$ cat config.mk
export PLATFORM = sky130hd
export DESIGN_NAME = branch_prediction_outcome_profiler_core_flat
export DESIGN_NICKNAME = d
export VERILOG_FILES = /design/src/rtl/bpop_pkg.sv /design/src/rtl/bpop_if.sv /design/src/rtl/bpop_cnt_mem.sv /design/src/rtl/branch_prediction_outcome_profiler_core.sv /design/src/flat_wrapper.sv
export SDC_FILE = /design/constraint.sdc
export NUM_CORES = 2
export LEC_CHECK = 0
export ABC_CLOCK_PERIOD_IN_PS = 8100
export BUFFER_PORTS_ARGS = -buffer_cell sky130_fd_sc_hd__buf_2
export CAP_MARGIN = 20
export CORE_ASPECT_RATIO = 0.8
export CORE_MARGIN = 2
export CORE_UTILIZATION = 57
export DETAILED_ROUTE_END_ITERATION = 8
export GPL_ROUTABILITY_DRIVEN = 0
export PLACE_DENSITY = 0.75
export SLEW_MARGIN = 25
export SYNTH_ARGS = -nofsm -noshare
export SYNTH_HDL_FRONTEND = slang
export SYNTH_SLANG_ARGS = --single-unit
$ cat constraint.sdc
create_clock -name i_clk -period 8.1 [get_ports i_clk]
set_clock_uncertainty 0.05 [all_clocks]
set_input_delay 1.62 -clock i_clk [delete_from_list [all_inputs] [get_ports i_clk]]
set_output_delay 1.62 -clock i_clk [all_outputs]
set_load 0.1 [all_outputs]
$ cat src/rtl/bpop_pkg.sv
// Shared constants, codes and types of the branch prediction outcome profiler.
package bpop_pkg;

    // Default configuration
    localparam int COUNT_WIDTH_DEF = 32;
    localparam int NUM_CLASSES_DEF = 6;
    localparam int NUM_KINDS_DEF   = 3;

    // Fixed field widths
    localparam int ADDR_W = 64;
    localparam int LEN_W  = 4;
    localparam int CLS_W  = 3;
    localparam int KIND_W = 2;
    localparam int SEL_W  = 3;
    localparam int RES_W  = 2;
    localparam int READ_W = 32;

    // Result buffer depth (covers the word in flight plus a stalled sink)
    localparam int RSP_DEPTH = 3;

    typedef logic [ADDR_W-1:0] t_addr;

    // Operation codes
    localparam logic OP_RETIRE = 1'b0;
    localparam logic OP_READ   = 1'b1;

    // Instruction class that is not a branch
    localparam logic [CLS_W-1:0] CLS_NONBRANCH = 3'd0;

    // Resolution codes
    localparam logic [RES_W-1:0] RES_NONE      = 2'd0;
    localparam logic [RES_W-1:0] RES_HIT       = 2'd1;
    localparam logic [RES_W-1:0] RES_DIR_MISS  = 2'd2;
    localparam logic [RES_W-1:0] RES_ADDR_MISS = 2'd3;

    // Counter select codes
    localparam logic [SEL_W-1:0] SEL_COUNT     = 3'd0;
    localparam logic [SEL_W-1:0] SEL_HITS      = 3'd1;
    localparam logic [SEL_W-1:0] SEL_DIR_MISS  = 3'd2;
    localparam logic [SEL_W-1:0] SEL_ADDR_MISS = 3'd3;
    localparam logic [SEL_W-1:0] SEL_TOT_INST  = 3'd4;
    localparam logic [SEL_W-1:0] SEL_TOT_BR    = 3'd5;
    localparam logic [SEL_W-1:0] SEL_TOT_MISS  = 3'd6;

    // Word held in the update stage
    typedef struct packed {
        logic             op;
        t_addr            ip;
        logic [LEN_W-1:0] len;
        logic             is_br;   // retire of an in-range branch
        logic             cnt_we;  // retire that bumps a count entry
        logic             sel_ok;  // read selector class/kind in range
        logic             taken;
        t_addr            target;
        logic [SEL_W-1:0] sel;
    } t_s1_item;

endpackage

$ cat src/rtl/bpop_if.sv
// Request and response channel interfaces of the branch prediction outcome profiler.
interface bpop_req_if;
    import bpop_pkg::*;

    logic              valid;
    logic              ready;
    logic              operation;
    t_addr             ip;
    logic [LEN_W-1:0]  inst_length;
    logic [CLS_W-1:0]  inst_class;
    logic [KIND_W-1:0] branch_kind;
    logic              pred_taken;
    t_addr             pred_target;
    logic [SEL_W-1:0]  counter_select;

    modport source (
        output valid, operation, ip, inst_length, inst_class, branch_kind,
               pred_taken, pred_target, counter_select,
        input  ready
    );
    modport sink (
        input  valid, operation, ip, inst_length, inst_class, branch_kind,
               pred_taken, pred_target, counter_select,
        output ready
    );
endinterface

interface bpop_rsp_if;
    import bpop_pkg::*;

    logic              valid;
    logic              ready;
    logic [RES_W-1:0]  resolution;
    logic [READ_W-1:0] read_value;

    modport source (output valid, resolution, read_value, input ready);
    modport sink   (input  valid, resolution, read_value, output ready);
endinterface

$ cat src/rtl/bpop_cnt_mem.sv
// Counter memory: one write and one registered read per cycle, zero until written.
module bpop_cnt_mem #(
    parameter int DATA_W = bpop_pkg::COUNT_WIDTH_DEF,
    parameter int ROWS   = bpop_pkg::NUM_CLASSES_DEF * bpop_pkg::NUM_KINDS_DEF
) (
    input  logic                    i_clk,
    input  logic                    i_rst_n,
    input  logic                    i_rd_en,
    input  logic [$clog2(ROWS)-1:0] i_rd_addr,
    input  logic                    i_wr_en,
    input  logic [$clog2(ROWS)-1:0] i_wr_addr,
    input  logic [DATA_W-1:0]       i_wr_data,
    output logic [DATA_W-1:0]       o_rd_data
);
    localparam int AW = $clog2(ROWS);

    logic [DATA_W-1:0] r_mem [ROWS];
    logic [DATA_W-1:0] r_rd_data;
    logic [AW-1:0]     r_rd_addr;
    logic [ROWS-1:0]   r_vld;
    logic              r_fwd_v;
    logic [AW-1:0]     r_fwd_addr;
    logic [DATA_W-1:0] r_fwd_data;

    // Storage array, read-first
    always_ff @(posedge i_clk) begin
        if (i_wr_en) begin
            r_mem[i_wr_addr] <= i_wr_data;
        end
        if (i_rd_en) begin
            r_rd_data <= r_mem[i_rd_addr];
            r_rd_addr <= i_rd_addr;
        end
    end

    // Last write, for a read issued on the same edge
    always_ff @(posedge i_clk) begin
        r_fwd_addr <= i_wr_addr;
        r_fwd_data <= i_wr_data;
    end

    // Written-row flags and forward valid
    always_ff @(posedge i_clk) begin
        if (!i_rst_n) begin
            r_vld   <= '0;
            r_fwd_v <= 1'b0;
        end else begin
            r_fwd_v <= i_wr_en;
            if (i_wr_en) begin
                r_vld[i_wr_addr] <= 1'b1;
            end
        end
    end

    // Read word: forwarded write, else stored value, else reset zero
    always_comb begin
        if (r_fwd_v && (r_fwd_addr == r_rd_addr)) begin
            o_rd_data = r_fwd_data;
        end else if (r_vld[r_rd_addr]) begin
            o_rd_data = r_rd_data;
        end else begin
            o_rd_data = '0;
        end
    end

endmodule

$ cat src/rtl/branch_prediction_outcome_profiler_core.sv
// Top level of the branch prediction outcome profiler.
// Takes one word per clock while ready is high: a retired instruction or a
// counter read. A word is accepted on the cycle its counter rows are read from
// two single-port-read memories (per class/kind row: the instruction count in
// one, the hit / direction-miss / address-miss triple in the other); the next
// cycle resolves the previous branch, updates both rows and the three totals,
// and writes back, with the last write forwarded to a read on the same edge.
// The result word is registered into the result buffer at the end of the
// update stage and is offered on the response channel from there. A three-word
// result buffer keeps ready high while the sink takes words; ready drops when the
// buffered words plus the word in the update stage reach three. Row flags clear
// on reset, so the block accepts words as soon as reset is released.
module branch_prediction_outcome_profiler_core #(
    parameter int COUNT_WIDTH = bpop_pkg::COUNT_WIDTH_DEF,
    parameter int NUM_CLASSES = bpop_pkg::NUM_CLASSES_DEF,
    parameter int NUM_KINDS   = bpop_pkg::NUM_KINDS_DEF
) (
    input  logic       i_clk,
    input  logic       i_rst_n,
    bpop_req_if.sink   i_req,
    bpop_rsp_if.source o_rsp
);
    import bpop_pkg::*;

    localparam int CW    = COUNT_WIDTH;
    localparam int ROWS  = NUM_CLASSES * NUM_KINDS;
    localparam int ROW_W = $clog2(ROWS);
    localparam int PTR_W = $clog2(RSP_DEPTH);
    localparam int CNT_W = $clog2(RSP_DEPTH + 1);

    function automatic logic [CW-1:0] sat_inc(input logic [CW-1:0] c);
        sat_inc = (c == {CW{1'b1}}) ? c : c + CW'(1);
    endfunction

    // Accept side
    logic             in_acc;
    logic             in_rng;
    logic             in_is_rd;
    logic             in_is_nb;
    logic [ROW_W-1:0] in_row;
    logic [ROW_W-1:0] cnt_rd_addr;
    logic [ROW_W-1:0] out_rd_addr;
    t_s1_item         n_s1;

    // Update stage
    logic             r_s1_v;
    t_s1_item         r_s1;
    logic [ROW_W-1:0] r_s1_cnt_row;
    logic [ROW_W-1:0] r_s1_out_row;

    // Branch tracking state and totals
    logic             r_last_br,   n_last_br;
    logic [ROW_W-1:0] r_last_row,  n_last_row;
    logic             r_last_taken, n_last_taken;
    t_addr            r_ft,        n_ft;
    t_addr            r_exp,       n_exp;
    logic [CW-1:0]    r_tot_inst,  n_tot_inst;
    logic [CW-1:0]    r_tot_br,    n_tot_br;
    logic [CW-1:0]    r_tot_miss,  n_tot_miss;

    // Memory data
    logic [CW-1:0]    cnt_q;
    logic [3*CW-1:0]  out_q;
    logic             cnt_we;
    logic [CW-1:0]    cnt_wd;
    logic             out_we;
    logic [3*CW-1:0]  out_wd;

    // Stage results
    logic             s1_ret;
    t_addr            ft_new;
    logic             dir_miss;
    logic [RES_W-1:0] n_res;
    logic [CW-1:0]    rd_cnt;
    logic [READ_W-1:0] rsp_val;

    // Result buffer
    logic [RES_W-1:0]  r_fifo_res [RSP_DEPTH];
    logic [READ_W-1:0] r_fifo_val [RSP_DEPTH];
    logic [PTR_W-1:0]  r_wr_ptr;
    logic [PTR_W-1:0]  r_rd_ptr;
    logic [CNT_W-1:0]  r_fifo_cnt;
    logic              pop;

    // ---------------- accept: decode and issue memory reads ----------------
    assign in_acc   = i_req.valid && i_req.ready;
    assign in_is_rd = (i_req.operation == OP_READ);
    assign in_is_nb = (i_req.inst_class == CLS_NONBRANCH);
    assign in_rng   = (int'(i_req.inst_class) < NUM_CLASSES) &&
                      (int'(i_req.branch_kind) < NUM_KINDS);
    assign in_row   = in_rng ? ROW_W'(int'(i_req.inst_class) * NUM_KINDS +
                                      int'(i_req.branch_kind)) : '0;

    // A non-branch always counts in the class 0 / direct row
    assign cnt_rd_addr = (!in_is_rd && in_is_nb) ? '0 : in_row;
    // Retire reads the row of the branch in flight (last state after stage 1)
    assign out_rd_addr = in_is_rd ? in_row : n_last_row;

    always_comb begin
        n_s1.op     = i_req.operation;
        n_s1.ip     = i_req.ip;
        n_s1.len    = i_req.inst_length;
        n_s1.is_br  = !in_is_rd && !in_is_nb && in_rng;
        n_s1.cnt_we = !in_is_rd && (in_is_nb || in_rng);
        n_s1.sel_ok = in_rng;
        n_s1.taken  = i_req.pred_taken;
        n_s1.target = i_req.pred_target;
        n_s1.sel    = i_req.counter_select;
    end

    always_ff @(posedge i_clk) begin
        if (!i_rst_n) begin
            r_s1_v <= 1'b0;
        end else begin
            r_s1_v <= in_acc;
        end
    end

    always_ff @(posedge i_clk) begin
        if (in_acc) begin
            r_s1         <= n_s1;
            r_s1_cnt_row <= cnt_rd_addr;
            r_s1_out_row <= out_rd_addr;
        end
    end

    // ---------------- counter memories ----------------
    bpop_cnt_mem #(
        .DATA_W (CW),
        .ROWS   (ROWS)
    ) u_cnt_mem (
        .i_clk     (i_clk),
        .i_rst_n   (i_rst_n),
        .i_rd_en   (in_acc),
        .i_rd_addr (cnt_rd_addr),
        .i_wr_en   (cnt_we),
        .i_wr_addr (r_s1_cnt_row),
        .i_wr_data (cnt_wd),
        .o_rd_data (cnt_q)
    );

    bpop_cnt_mem #(
        .DATA_W (3 * CW),
        .ROWS   (ROWS)
    ) u_out_mem (
        .i_clk     (i_clk),
        .i_rst_n   (i_rst_n),
        .i_rd_en   (in_acc),
        .i_rd_addr (out_rd_addr),
        .i_wr_en   (out_we),
        .i_wr_addr (r_s1_out_row),
        .i_wr_data (out_wd),
        .o_rd_data (out_q)
    );

    // ---------------- update stage: resolve, count, write back ----------------
    assign s1_ret   = r_s1_v && (r_s1.op == OP_RETIRE);
    assign ft_new   = r_s1.ip + ADDR_W'(r_s1.len);
    assign dir_miss = (r_s1.ip != r_ft) ? !r_last_taken : r_last_taken;

    always_comb begin
        n_res        = RES_NONE;
        out_we       = 1'b0;
        out_wd       = out_q;
        cnt_we       = 1'b0;
        cnt_wd       = sat_inc(cnt_q);
        n_last_br    = r_last_br;
        n_last_row   = r_last_row;
        n_last_taken = r_last_taken;
        n_ft         = r_ft;
        n_exp        = r_exp;
        n_tot_inst   = r_tot_inst;
        n_tot_br     = r_tot_br;
        n_tot_miss   = r_tot_miss;
        if (s1_ret) begin
            n_tot_inst = sat_inc(r_tot_inst);
            // resolve the branch remembered from the previous retire
            if (r_last_br) begin
                out_we = 1'b1;
                if (r_s1.ip == r_exp) begin
                    n_res            = RES_HIT;
                    out_wd[CW-1:0]   = sat_inc(out_q[CW-1:0]);
                end else begin
                    n_tot_miss = sat_inc(r_tot_miss);
                    if (dir_miss) begin
                        n_res               = RES_DIR_MISS;
                        out_wd[2*CW-1:CW]   = sat_inc(out_q[2*CW-1:CW]);
                    end else begin
                        n_res               = RES_ADDR_MISS;
                        out_wd[3*CW-1:2*CW] = sat_inc(out_q[3*CW-1:2*CW]);
                    end
                end
            end
            // count this instruction and remember its prediction
            n_ft      = ft_new;
            n_last_br = r_s1.is_br;
            cnt_we    = r_s1.cnt_we;
            if (r_s1.is_br) begin
                n_last_row   = r_s1_cnt_row;
                n_last_taken = r_s1.taken;
                n_tot_br     = sat_inc(r_tot_br);
                n_exp        = r_s1.taken ? r_s1.target : ft_new;
            end
        end
    end

    always_ff @(posedge i_clk) begin
        if (!i_rst_n) begin
            r_last_br    <= 1'b0;
            r_last_row   <= '0;
            r_last_taken <= 1'b0;
            r_ft         <= '0;
            r_exp        <= '0;
            r_tot_inst   <= '0;
            r_tot_br     <= '0;
            r_tot_miss   <= '0;
        end else begin
            r_last_br    <= n_last_br;
            r_last_row   <= n_last_row;
            r_last_taken <= n_last_taken;
            r_ft         <= n_ft;
            r_exp        <= n_exp;
            r_tot_inst   <= n_tot_inst;
            r_tot_br     <= n_tot_br;
            r_tot_miss   <= n_tot_miss;
        end
    end

    // Counter read select
    always_comb begin
        case (r_s1.sel)
            SEL_COUNT:     rd_cnt = r_s1.sel_ok ? cnt_q : '0;
            SEL_HITS:      rd_cnt = r_s1.sel_ok ? out_q[CW-1:0] : '0;
            SEL_DIR_MISS:  rd_cnt = r_s1.sel_ok ? out_q[2*CW-1:CW] : '0;
            SEL_ADDR_MISS: rd_cnt = r_s1.sel_ok ? out_q[3*CW-1:2*CW] : '0;
            SEL_TOT_INST:  rd_cnt = r_tot_inst;
            SEL_TOT_BR:    rd_cnt = r_tot_br;
            SEL_TOT_MISS:  rd_cnt = r_tot_miss;
            default:       rd_cnt = '0;
        endcase
    end

    assign rsp_val = (r_s1.op == OP_READ) ? READ_W'(rd_cnt) : '0;

    // ---------------- result buffer ----------------
    assign pop         = o_rsp.valid && o_rsp.ready;
    assign o_rsp.valid = (r_fifo_cnt != '0);
    assign o_rsp.resolution = r_fifo_res[r_rd_ptr];
    assign o_rsp.read_value = r_fifo_val[r_rd_ptr];
    assign i_req.ready = (int'(r_fifo_cnt) + int'(r_s1_v)) < RSP_DEPTH;

    always_ff @(posedge i_clk) begin
        if (r_s1_v) begin
            r_fifo_res[r_wr_ptr] <= n_res;
            r_fifo_val[r_wr_ptr] <= rsp_val;
        end
    end

    always_ff @(posedge i_clk) begin
        if (!i_rst_n) begin
            r_wr_ptr   <= '0;
            r_rd_ptr   <= '0;
            r_fifo_cnt <= '0;
        end else begin
            if (r_s1_v) begin
                r_wr_ptr <= (r_wr_ptr == PTR_W'(RSP_DEPTH - 1)) ? '0 : r_wr_ptr + PTR_W'(1);
            end
            if (pop) begin
                r_rd_ptr <= (r_rd_ptr == PTR_W'(RSP_DEPTH - 1)) ? '0 : r_rd_ptr + PTR_W'(1);
            end
            r_fifo_cnt <= r_fifo_cnt + CNT_W'(r_s1_v) - CNT_W'(pop);
        end
    end

    // ---------------- assertions ----------------
    // the result buffer always has room for the word leaving the update stage
    assert property (@(posedge i_clk) disable iff (!i_rst_n)
        r_s1_v |-> (r_fifo_cnt < CNT_W'(RSP_DEPTH)) || pop)
        else $error("result buffer overflow");

    // a counter read leaves the totals untouched
    assert property (@(posedge i_clk) disable iff (!i_rst_n)
        (r_s1_v && (r_s1.op == OP_READ)) |=> $stable(r_tot_inst) && $stable(r_tot_miss)
                                             && $stable(r_tot_br))
        else $error("read word changed totals");

    // no resolution without a remembered branch
    assert property (@(posedge i_clk) disable iff (!i_rst_n)
        (r_s1_v && !r_last_br) |-> (n_res == RES_NONE))
        else $error("resolution without pending branch");

    // branches and misses never outnumber retired instructions
    assert property (@(posedge i_clk) disable iff (!i_rst_n)
        (r_tot_br <= r_tot_inst) && (r_tot_miss <= r_tot_inst))
        else $error("totals out of order");

endmodule
$ cat src/flat_wrapper.sv
// flat-port wrapper written by rule: the top's interface ports become plain ports
module branch_prediction_outcome_profiler_core_flat import bpop_pkg::*;
#(
    parameter int COUNT_WIDTH = bpop_pkg::COUNT_WIDTH_DEF,
    parameter int NUM_CLASSES = bpop_pkg::NUM_CLASSES_DEF,
    parameter int NUM_KINDS   = bpop_pkg::NUM_KINDS_DEF
)
  (i_clk, i_rst_n, i_req_valid, i_req_operation, i_req_ip, i_req_inst_length, i_req_inst_class, i_req_branch_kind, i_req_pred_taken, i_req_pred_target, i_req_counter_select, i_req_ready, o_rsp_valid, o_rsp_resolution, o_rsp_read_value, o_rsp_ready);
  bpop_req_if i_req_i ();
  bpop_rsp_if o_rsp_i ();
  input  logic i_clk;
  input  logic i_rst_n;
  input wire logic [$bits(i_req_i.valid)-1:0] i_req_valid;
  input wire logic [$bits(i_req_i.operation)-1:0] i_req_operation;
  input wire logic [$bits(i_req_i.ip)-1:0] i_req_ip;
  input wire logic [$bits(i_req_i.inst_length)-1:0] i_req_inst_length;
  input wire logic [$bits(i_req_i.inst_class)-1:0] i_req_inst_class;
  input wire logic [$bits(i_req_i.branch_kind)-1:0] i_req_branch_kind;
  input wire logic [$bits(i_req_i.pred_taken)-1:0] i_req_pred_taken;
  input wire logic [$bits(i_req_i.pred_target)-1:0] i_req_pred_target;
  input wire logic [$bits(i_req_i.counter_select)-1:0] i_req_counter_select;
  output wire logic [$bits(i_req_i.ready)-1:0] i_req_ready;
  output wire logic [$bits(o_rsp_i.valid)-1:0] o_rsp_valid;
  output wire logic [$bits(o_rsp_i.resolution)-1:0] o_rsp_resolution;
  output wire logic [$bits(o_rsp_i.read_value)-1:0] o_rsp_read_value;
  input wire logic [$bits(o_rsp_i.ready)-1:0] o_rsp_ready;
  assign i_req_i.valid = i_req_valid;
  assign i_req_i.operation = i_req_operation;
  assign i_req_i.ip = i_req_ip;
  assign i_req_i.inst_length = i_req_inst_length;
  assign i_req_i.inst_class = i_req_inst_class;
  assign i_req_i.branch_kind = i_req_branch_kind;
  assign i_req_i.pred_taken = i_req_pred_taken;
  assign i_req_i.pred_target = i_req_pred_target;
  assign i_req_i.counter_select = i_req_counter_select;
  assign i_req_ready = i_req_i.ready;
  assign o_rsp_valid = o_rsp_i.valid;
  assign o_rsp_resolution = o_rsp_i.resolution;
  assign o_rsp_read_value = o_rsp_i.read_value;
  assign o_rsp_i.ready = o_rsp_ready;
  branch_prediction_outcome_profiler_core #(.COUNT_WIDTH(COUNT_WIDTH), .NUM_CLASSES(NUM_CLASSES), .NUM_KINDS(NUM_KINDS)) u_core (.i_clk(i_clk), .i_rst_n(i_rst_n), .i_req(i_req_i), .o_rsp(o_rsp_i));
endmodule
[After elaboration in Yosys (flattened, before gate mapping)]
Memories as Yosys holds them, arrays and structs flattened. A register that Yosys moved wholly into a read port is not among the register bits.
Index checks and enable logic that the tools add are counted.
Word-level totals
  bits in writable memories: 2406
  memories kept: 4
  output and inout bits: 36
  register bits after elaboration: 564
Memory list
  u_core.u_out_mem.r_mem: words 18, width 96, read ports 1, clocked after memory_dff 1, write ports 1, line bpop_cnt_mem.sv:17  | logic [DATA_W-1:0] r_mem [ROWS];
  u_core.u_cnt_mem.r_mem: words 18, width 32, read ports 1, clocked after memory_dff 1, write ports 1, line bpop_cnt_mem.sv:17
  u_core.r_fifo_val: words 3, width 32, read ports 1, clocked after memory_dff 1, write ports 1, line branch_prediction_outcome_profiler_core.sv:79  | logic [READ_W-1:0] r_fifo_val [RSP_DEPTH];
  u_core.r_fifo_res: words 3, width 2, read ports 1, clocked after memory_dff 1, write ports 1, line branch_prediction_outcome_profiler_core.sv:78  | logic [RES_W-1:0] r_fifo_res [RSP_DEPTH];
Operators by class
  equal/unequal tests: 19
  $mul: 1
  order comparisons: 7
  bitwise operators: 7
  reduce and logical (&&, ||, !) cells: 23
  $add $sub $neg: 14
  multiplexer cells: 54
Operators by type and width (count)
  $mux 32: 14
  $mux 96: 4
  $add 32x1->32 const B: 7
  $eq 32x32->1 const B: 7
  $pmux 32 s7: 1
  $mux 64: 2
  $add 64x4->64: 1
  $eq 64x64->1: 1
  $ne 64x64->1: 1
  $or 18x18->18: 2
  $lt 32x3->1 const B: 1
  $mux 5: 5
  $mux 2: 9
  $mux 1: 15
  $logic_and 1x1->1: 12
  $lt 5x6->1 const B: 2
  $bmux 1 s5: 2
  $demux 1 s5: 2
  $eq 5x5->1: 2
  $ge 5x1->1 const B: 2
  $eq 3x3->1 const B: 3
  $eq 3x2->1 const B: 2
  $logic_not 3->1: 2
  $add 5x3->5: 1
  16 further kinds: 25

[Longest topological paths before layout]
  depth in word-level cells: 10
  mapped depth: 19
  gate-level depth less buffers: 13

[Modules after synthesis]
Synthesis repeated with hierarchy kept, for this count alone.
Second synthesis, totals
  cell total of the unflattened synthesis: 7301
  area, all modules: 124839.7 um^2
Modules (own cells, without submodules)
  bpop_cnt_mem (u_core.u_out_mem): cells each 3419, times used 1, seq. area each 57325.0 um^2, area an instance 73699.4 um^2
  branch_prediction_outcome_profiler_core: cells each 2675, times used 1, seq. area each 12371.9 um^2, area an instance 25787.2 um^2
  bpop_cnt_mem (u_core.u_cnt_mem): cells each 1207, times used 1, seq. area each 19528.7 um^2, area an instance 25353.1 um^2

[Least setup slack after synthesis]
Ideal clock, no wire load.
  path kind: reg2reg
  start point: register u_core.r_s1_v
  end point: register u_core.r_s1[0] (netlist bit), enable pin
  data required time: 7.381 ns
  path slack: -1.358 ns
  arrival time: 8.739 ns
  buffers on the path: 0
  stages on the path, launching flop included: 5
  library setup time: 0.669 ns
  clock period less this slack: 9.458 ns
  path through: dfxtp_1 -> ha_1 -> ha_1 -> a21oi_1 -> and2_1
On the way
  cells in the longest elaborated chain, start to end: 3
Ends and longest elaborated chain
  start: declaration: line branch_prediction_outcome_profiler_core.sv:46  | logic r_s1_v;
  start signal: assignment: line branch_prediction_outcome_profiler_core.sv:115  | r_s1_v <= in_acc;
  $add 2x1->3: line branch_prediction_outcome_profiler_core.sv:250  | assign i_req.ready = (int'(r_fifo_cnt) + int'(r_s1_v)) < RSP_DEPTH;
  $lt 32x3->1: line branch_prediction_outcome_profiler_core.sv:250
  net i_req_ready: line flat_wrapper.sv:22  | output wire logic [$bits(i_req_i.ready)-1:0] i_req_ready;
  $logic_and 1x1->1: line branch_prediction_outcome_profiler_core.sv:86  | assign in_acc = i_req.valid && i_req.ready;
  net u_core.in_acc: line branch_prediction_outcome_profiler_core.sv:36  | logic in_acc;
  end signal: assignment: line branch_prediction_outcome_profiler_core.sv:121  | r_s1 <= n_s1;
  end: declaration: line branch_prediction_outcome_profiler_core.sv:47  | t_s1_item r_s1;
The timed path passes the listed nets, and every way through them passes these cells.
A chain may end at the register's enable or synchronous reset.

[Final worst setup path]
  start point: register u_core.u_cnt_mem.r_rd_addr[2]
  end point: memory u_core.u_cnt_mem.r_mem[9][21] (netlist bit), data pin
On the way
  cells in the longest elaborated chain, start to end: 6
  elaborated cells between the ends (all ways): 9
  classes of those cells: 1 x add/sub; 2 x eq/ne; 5 x mux; 1 x reduce/logical
Ends and longest elaborated chain
  start: declaration: line bpop_cnt_mem.sv:19  | logic [AW-1:0] r_rd_addr;
  start signal: assignment: line bpop_cnt_mem.sv:32  | r_rd_addr <= i_rd_addr;
  $bmux 1 s5: line bpop_cnt_mem.sv:59  | end else if (r_vld[r_rd_addr]) begin
  $mux 1 (not written as such): line bpop_cnt_mem.sv:59
  $mux 32: line bpop_cnt_mem.sv:59
  $mux 32 (*): line bpop_cnt_mem.sv:57  | if (r_fwd_v && (r_fwd_addr == r_rd_addr)) begin
  $add 32x1->32 / $eq 32x32->1 (equally long branches): line branch_prediction_outcome_profiler_core.sv:32  | sat_inc = (c == {CW{1'b1}}) ? c : c + CW'(1);
  $mux 32 (*): line branch_prediction_outcome_profiler_core.sv:32
  net u_core.cnt_wd[21]: line branch_prediction_outcome_profiler_core.sv:65  | logic [CW-1:0] cnt_wd;
  end: declaration: line bpop_cnt_mem.sv:17
The timed path passes the listed nets; every way through them passes the cells marked *. The select of a mux whose other input is x is not followed.

==> metrics.csv <==
stage;metric;value;unit
run_status;status;complete, but fails checks;
run_status;violations;design-rule violations;
timing;final_hold_viol_count;0;
placement;place_inst;10700;
routing;first_pass_iters;9;
placement;hpwl;182;mm
routing;vias_per_cell;6.66;
clock_network;ctsHoldBuffers;0;
clock_network;cts_setup_buffers;0;
setup_path;setup.worst_path.start;u_core.u_cnt_mem.r_rd_addr[2];
timing;rsz0062_at_grt;false;
setup_path;worstSetupStartpointType;flip-flop;
yosys;post_synth.cell_area_avg;15.8;µm²
yosys;synth_edf_count;2684;
global_routing;antenna_found_initial;14;
clock_network;ctsRootBufferMaster;clkbuf_16;
routing;antenna_left;0;
setup_path;crit_path_end_kind;flip-flop;
global_routing;grt_pass1_vias;71600;
clock_network;cts.sinks;3100;
timing;finalCritPeriodShare;0.767;
worst_hold_path;min_path_type;reg -> reg;
global_routing;grt_max_degree;194;
timing;final-max-slew-violation-count;0;
run;maxCapViolations;0;
floorplanning;start_util;0.574;
yosys;syn_inst;7899;
yosys;synth_nets;8067;
floorplanning;ios;182;
global_routing;grt-ovfl-total;0;
clock_network;cts_buffer_depth;4;
final_layout;layout_common_cells;edfxtp_1 (2684), nand2_1 (675), nor2_1 (430), dfxtp_1 (414), mux4_2 (388);
yosys;async_reset_ff_frac;0;
global_routing;grtUsageTotal;0.290;
routing;detail_route.iter0.violations;11600;
timing;max_slew_margin;0.191;
timing;holdWs;0.413;ns
yosys;yosysSeqAreaShare;0.712;
final_layout;area_growth;12.0;%
placement;postPlaceCellArea;130000;µm²
final_layout;drive_gt1_frac;0.186;
setup_path;rrSetupSlack;1.89;ns
yosys;synth.cell_area;125000;µm²
clock_network;cts_tree;yes;
yosys;synth-adder-area-share;0.00239;
worst_hold_path;holdCritStartpoint;u_core.r_exp[18];
floorplanning;die_w;527;µm
yosys;synth_cell_types;94;
routing;drc;1;
power_and_ir_drop;power-per-cell-area;262;nW/µm²
yosys;yosysWarnings;0;
yosys;ys.flop_type;edfxtp_1;
routing;vias;74600;
routing;wl_per_cell;29.3;µm
setup_path;cp.required;8.57;ns
clock_network;post_cts_resized;0;
floorplanning;core-area;217000;µm²
timing;worst_slack;1.89;ns
yosys;synth-xor-area-share;0.0262;
floorplanning;die_h;423;µm
placement;portBuffers;181;
clock_network;cts.reportedPaths.clkPinSlew;0.06;ns
setup_path;worstSetupPathType;reg -> reg;
final_layout;nets;8271;
global_routing;grt_pass1_wl;477;mm
yosys;yosys_register_bits;3100;
setup_path;r2r_cells;15;
final_layout;stdcell_count;11200;
floorplanning;die_area;223000;µm²
yosys;synth_top_family_by_area;multiplexers;
timing;timing.fmax;0.161;GHz
floorplanning;rows;153;
timing;tightestPinTransition;1.20;ns
timing;fin_setup_tns;0;ns
setup_path;crit_end;u_core.u_cnt_mem.r_mem[9][21];
setup_path;worstReg2RegEnd;u_core.u_cnt_mem.r_mem[9][21];
timing;setup_viol;0;
routing;wl;329;mm
final_layout;final_common_cell;edfxtp_1;
yosys;synth_compound_area_frac;0.0629;
placement;place_ws;1.93;ns
yosys;synthMuxAreaShare;0.116;
yosys;synth-simple-area-share;0.0631;
setup_path;r2r-start;u_core.u_cnt_mem.r_rd_addr[2];
timing;period_needed;6.21;ns
power_and_ir_drop;peakVddDrop;0.000238;V
power_and_ir_drop;p_leak;44.9;nW
clock_network;clock_latency;0.91;ns
setup_path;worstPathMaxFanout;26;
clock_network;numCtsBuffers;298;
clock_network;htreeDepth;5;
setup_path;crit_arrival;6.69;ns
final_layout;design_area;140000;µm²
[synthesized netlist by cell type, drive strengths merged, types with 9 or more instances]
library cell,number,share of area
mux2i,350,0.028
dfxtp,416,0.067
and3,47,0.0024
xnor2,197,0.014
and4,21,0.0015
nand2b,30,0.0015
nor4,45,0.0025
nor2b,23,0.0012
or2,9,0.00045
and2,49,0.0025
o211ai,144,0.0088
nor3,65,0.0027
o221ai,138,0.0097
o2111ai,20,0.0014
a31oi,49,0.0025
clkbuf,326,0.0098
xor2,177,0.012
o21ai,382,0.015
mux4,388,0.070
nand4,79,0.0040
edfxtp,2684,0.65
nand2,679,0.020
a22oi,78,0.0047
inv,45,0.0014
or3,29,0.0015
a211oi,38,0.0024
a21oi,251,0.010
nand3,145,0.0059
buf,151,0.0057
nor2,471,0.014
mux2,200,0.018
ha,19,0.0019
o22ai,22,0.0011
a222oi,15,0.0012
a22o,17,0.0012
[worst min-delay path by stage]
stage                                     end  slack [ns]  cells past startpoint
2_1_floorplan  u_core.u_cnt_mem.r_fwd_addr[0]        0.29                      0
3_3_place_gp        u_core.u_cnt_mem.r_vld[7]        0.40                      2
3_5_place_dp                 u_core.r_exp[31]        0.41                      2
4_1_cts                      u_core.r_exp[18]        0.41                      2
5_1_grt                      u_core.r_exp[42]        0.43                      2
6_report                     u_core.r_exp[18]        0.41                      2
[state kept, by name (all words and copies together) (netlist names), 64 cells and up, named ones only]
| name | count |
|---|---|
| u_core.r_exp | 64 |
| u_core.u_out_mem.r_mem | 1728 |
| u_core.u_out_mem.r_rd_data | 96 |
| u_core.u_out_mem.r_fwd_data | 96 |
| u_core.r_s1 | 140 |
| u_core.r_ft | 64 |
| u_core.r_fifo_val | 96 |
| u_core.u_cnt_mem.r_mem | 576 |
[kinds of logic (layout without fill, tap and decap cells)]
kind of cell             count (synthesis)  count (layout)
AO/OA/AOI/OAI                         1212            1212
XOR/XNOR                               374             374
adder cells (fa/ha/maj)                 22              22
buffers and inverters                  522             959
flip-flops                            3100            3100
multiplexers                           938             938
other                                    0               1
AND/OR/NAND/NOR                       1731            1731
[report_power, final]
group	internal, W	switching (W)	leakage [nW]
clock	0.00774	0.00595	4.64
combinational	0.00134	0.00292	12.0
sequential	0.0182	0.000465	28.3
[critical path: stages (launching register included)]
cell	delay (ns)
edfxtp_1	0.61
nand3b_1	0.51
nor3_1	0.41
a211o_1	0.16
buf_4	0.34
nor2_1	0.21
nor2_1	0.49
a22o_1	0.42
ha_1	0.28
o2111ai_1	0.20
a22oi_1	0.33
nand4_1	0.21
nor4_4	0.38
buf_4	0.31
nor4_1	0.11
xor2_2	0.81
[final cells by class]
cell class / count / area (µm²)
inverters: 45 / 175
fillers: 14700 / 77700
well taps: 2867 / 3590
clock buffers: 375 / 7990
diodes: 1 / 2.50
multi-input cells: 4277 / 34700
clock inverters: 158 / 1490
flip-flops and latches: 3100 / 88900
repair buffers: 381 / 2930
[through the flow]
| step | total power (W) | utilization |
|---|---|---|
| finish | 0.0366 | 0.643 |
| global route | 0.0376 | 0.643 |
| CTS | 0.0366 | 0.642 |
| detailed placement | 0.0231 | 0.598 |
| global placement | 0.0230 | 0.597 |
| floorplan | 0.0216 | - |
[routing by layer]
| layer | part of all wire | up-vias | global-route usage | routed length, µm |
|---|---|---|---|---|
| met5 | 0.00011 | - | 0 | 36 |
| met4 | 0.033 | 6 | 0.0895 | 10800 |
| met3 | 0.13 | 720 | 0.0718 | 42500 |
| met2 | 0.44 | 4884 | 0.424 | 145000 |
| met1 | 0.40 | 37900 | 0.431 | 130000 |
| li1 | - | 31100 | - | - |
Power figures use the tool's default switching activity.
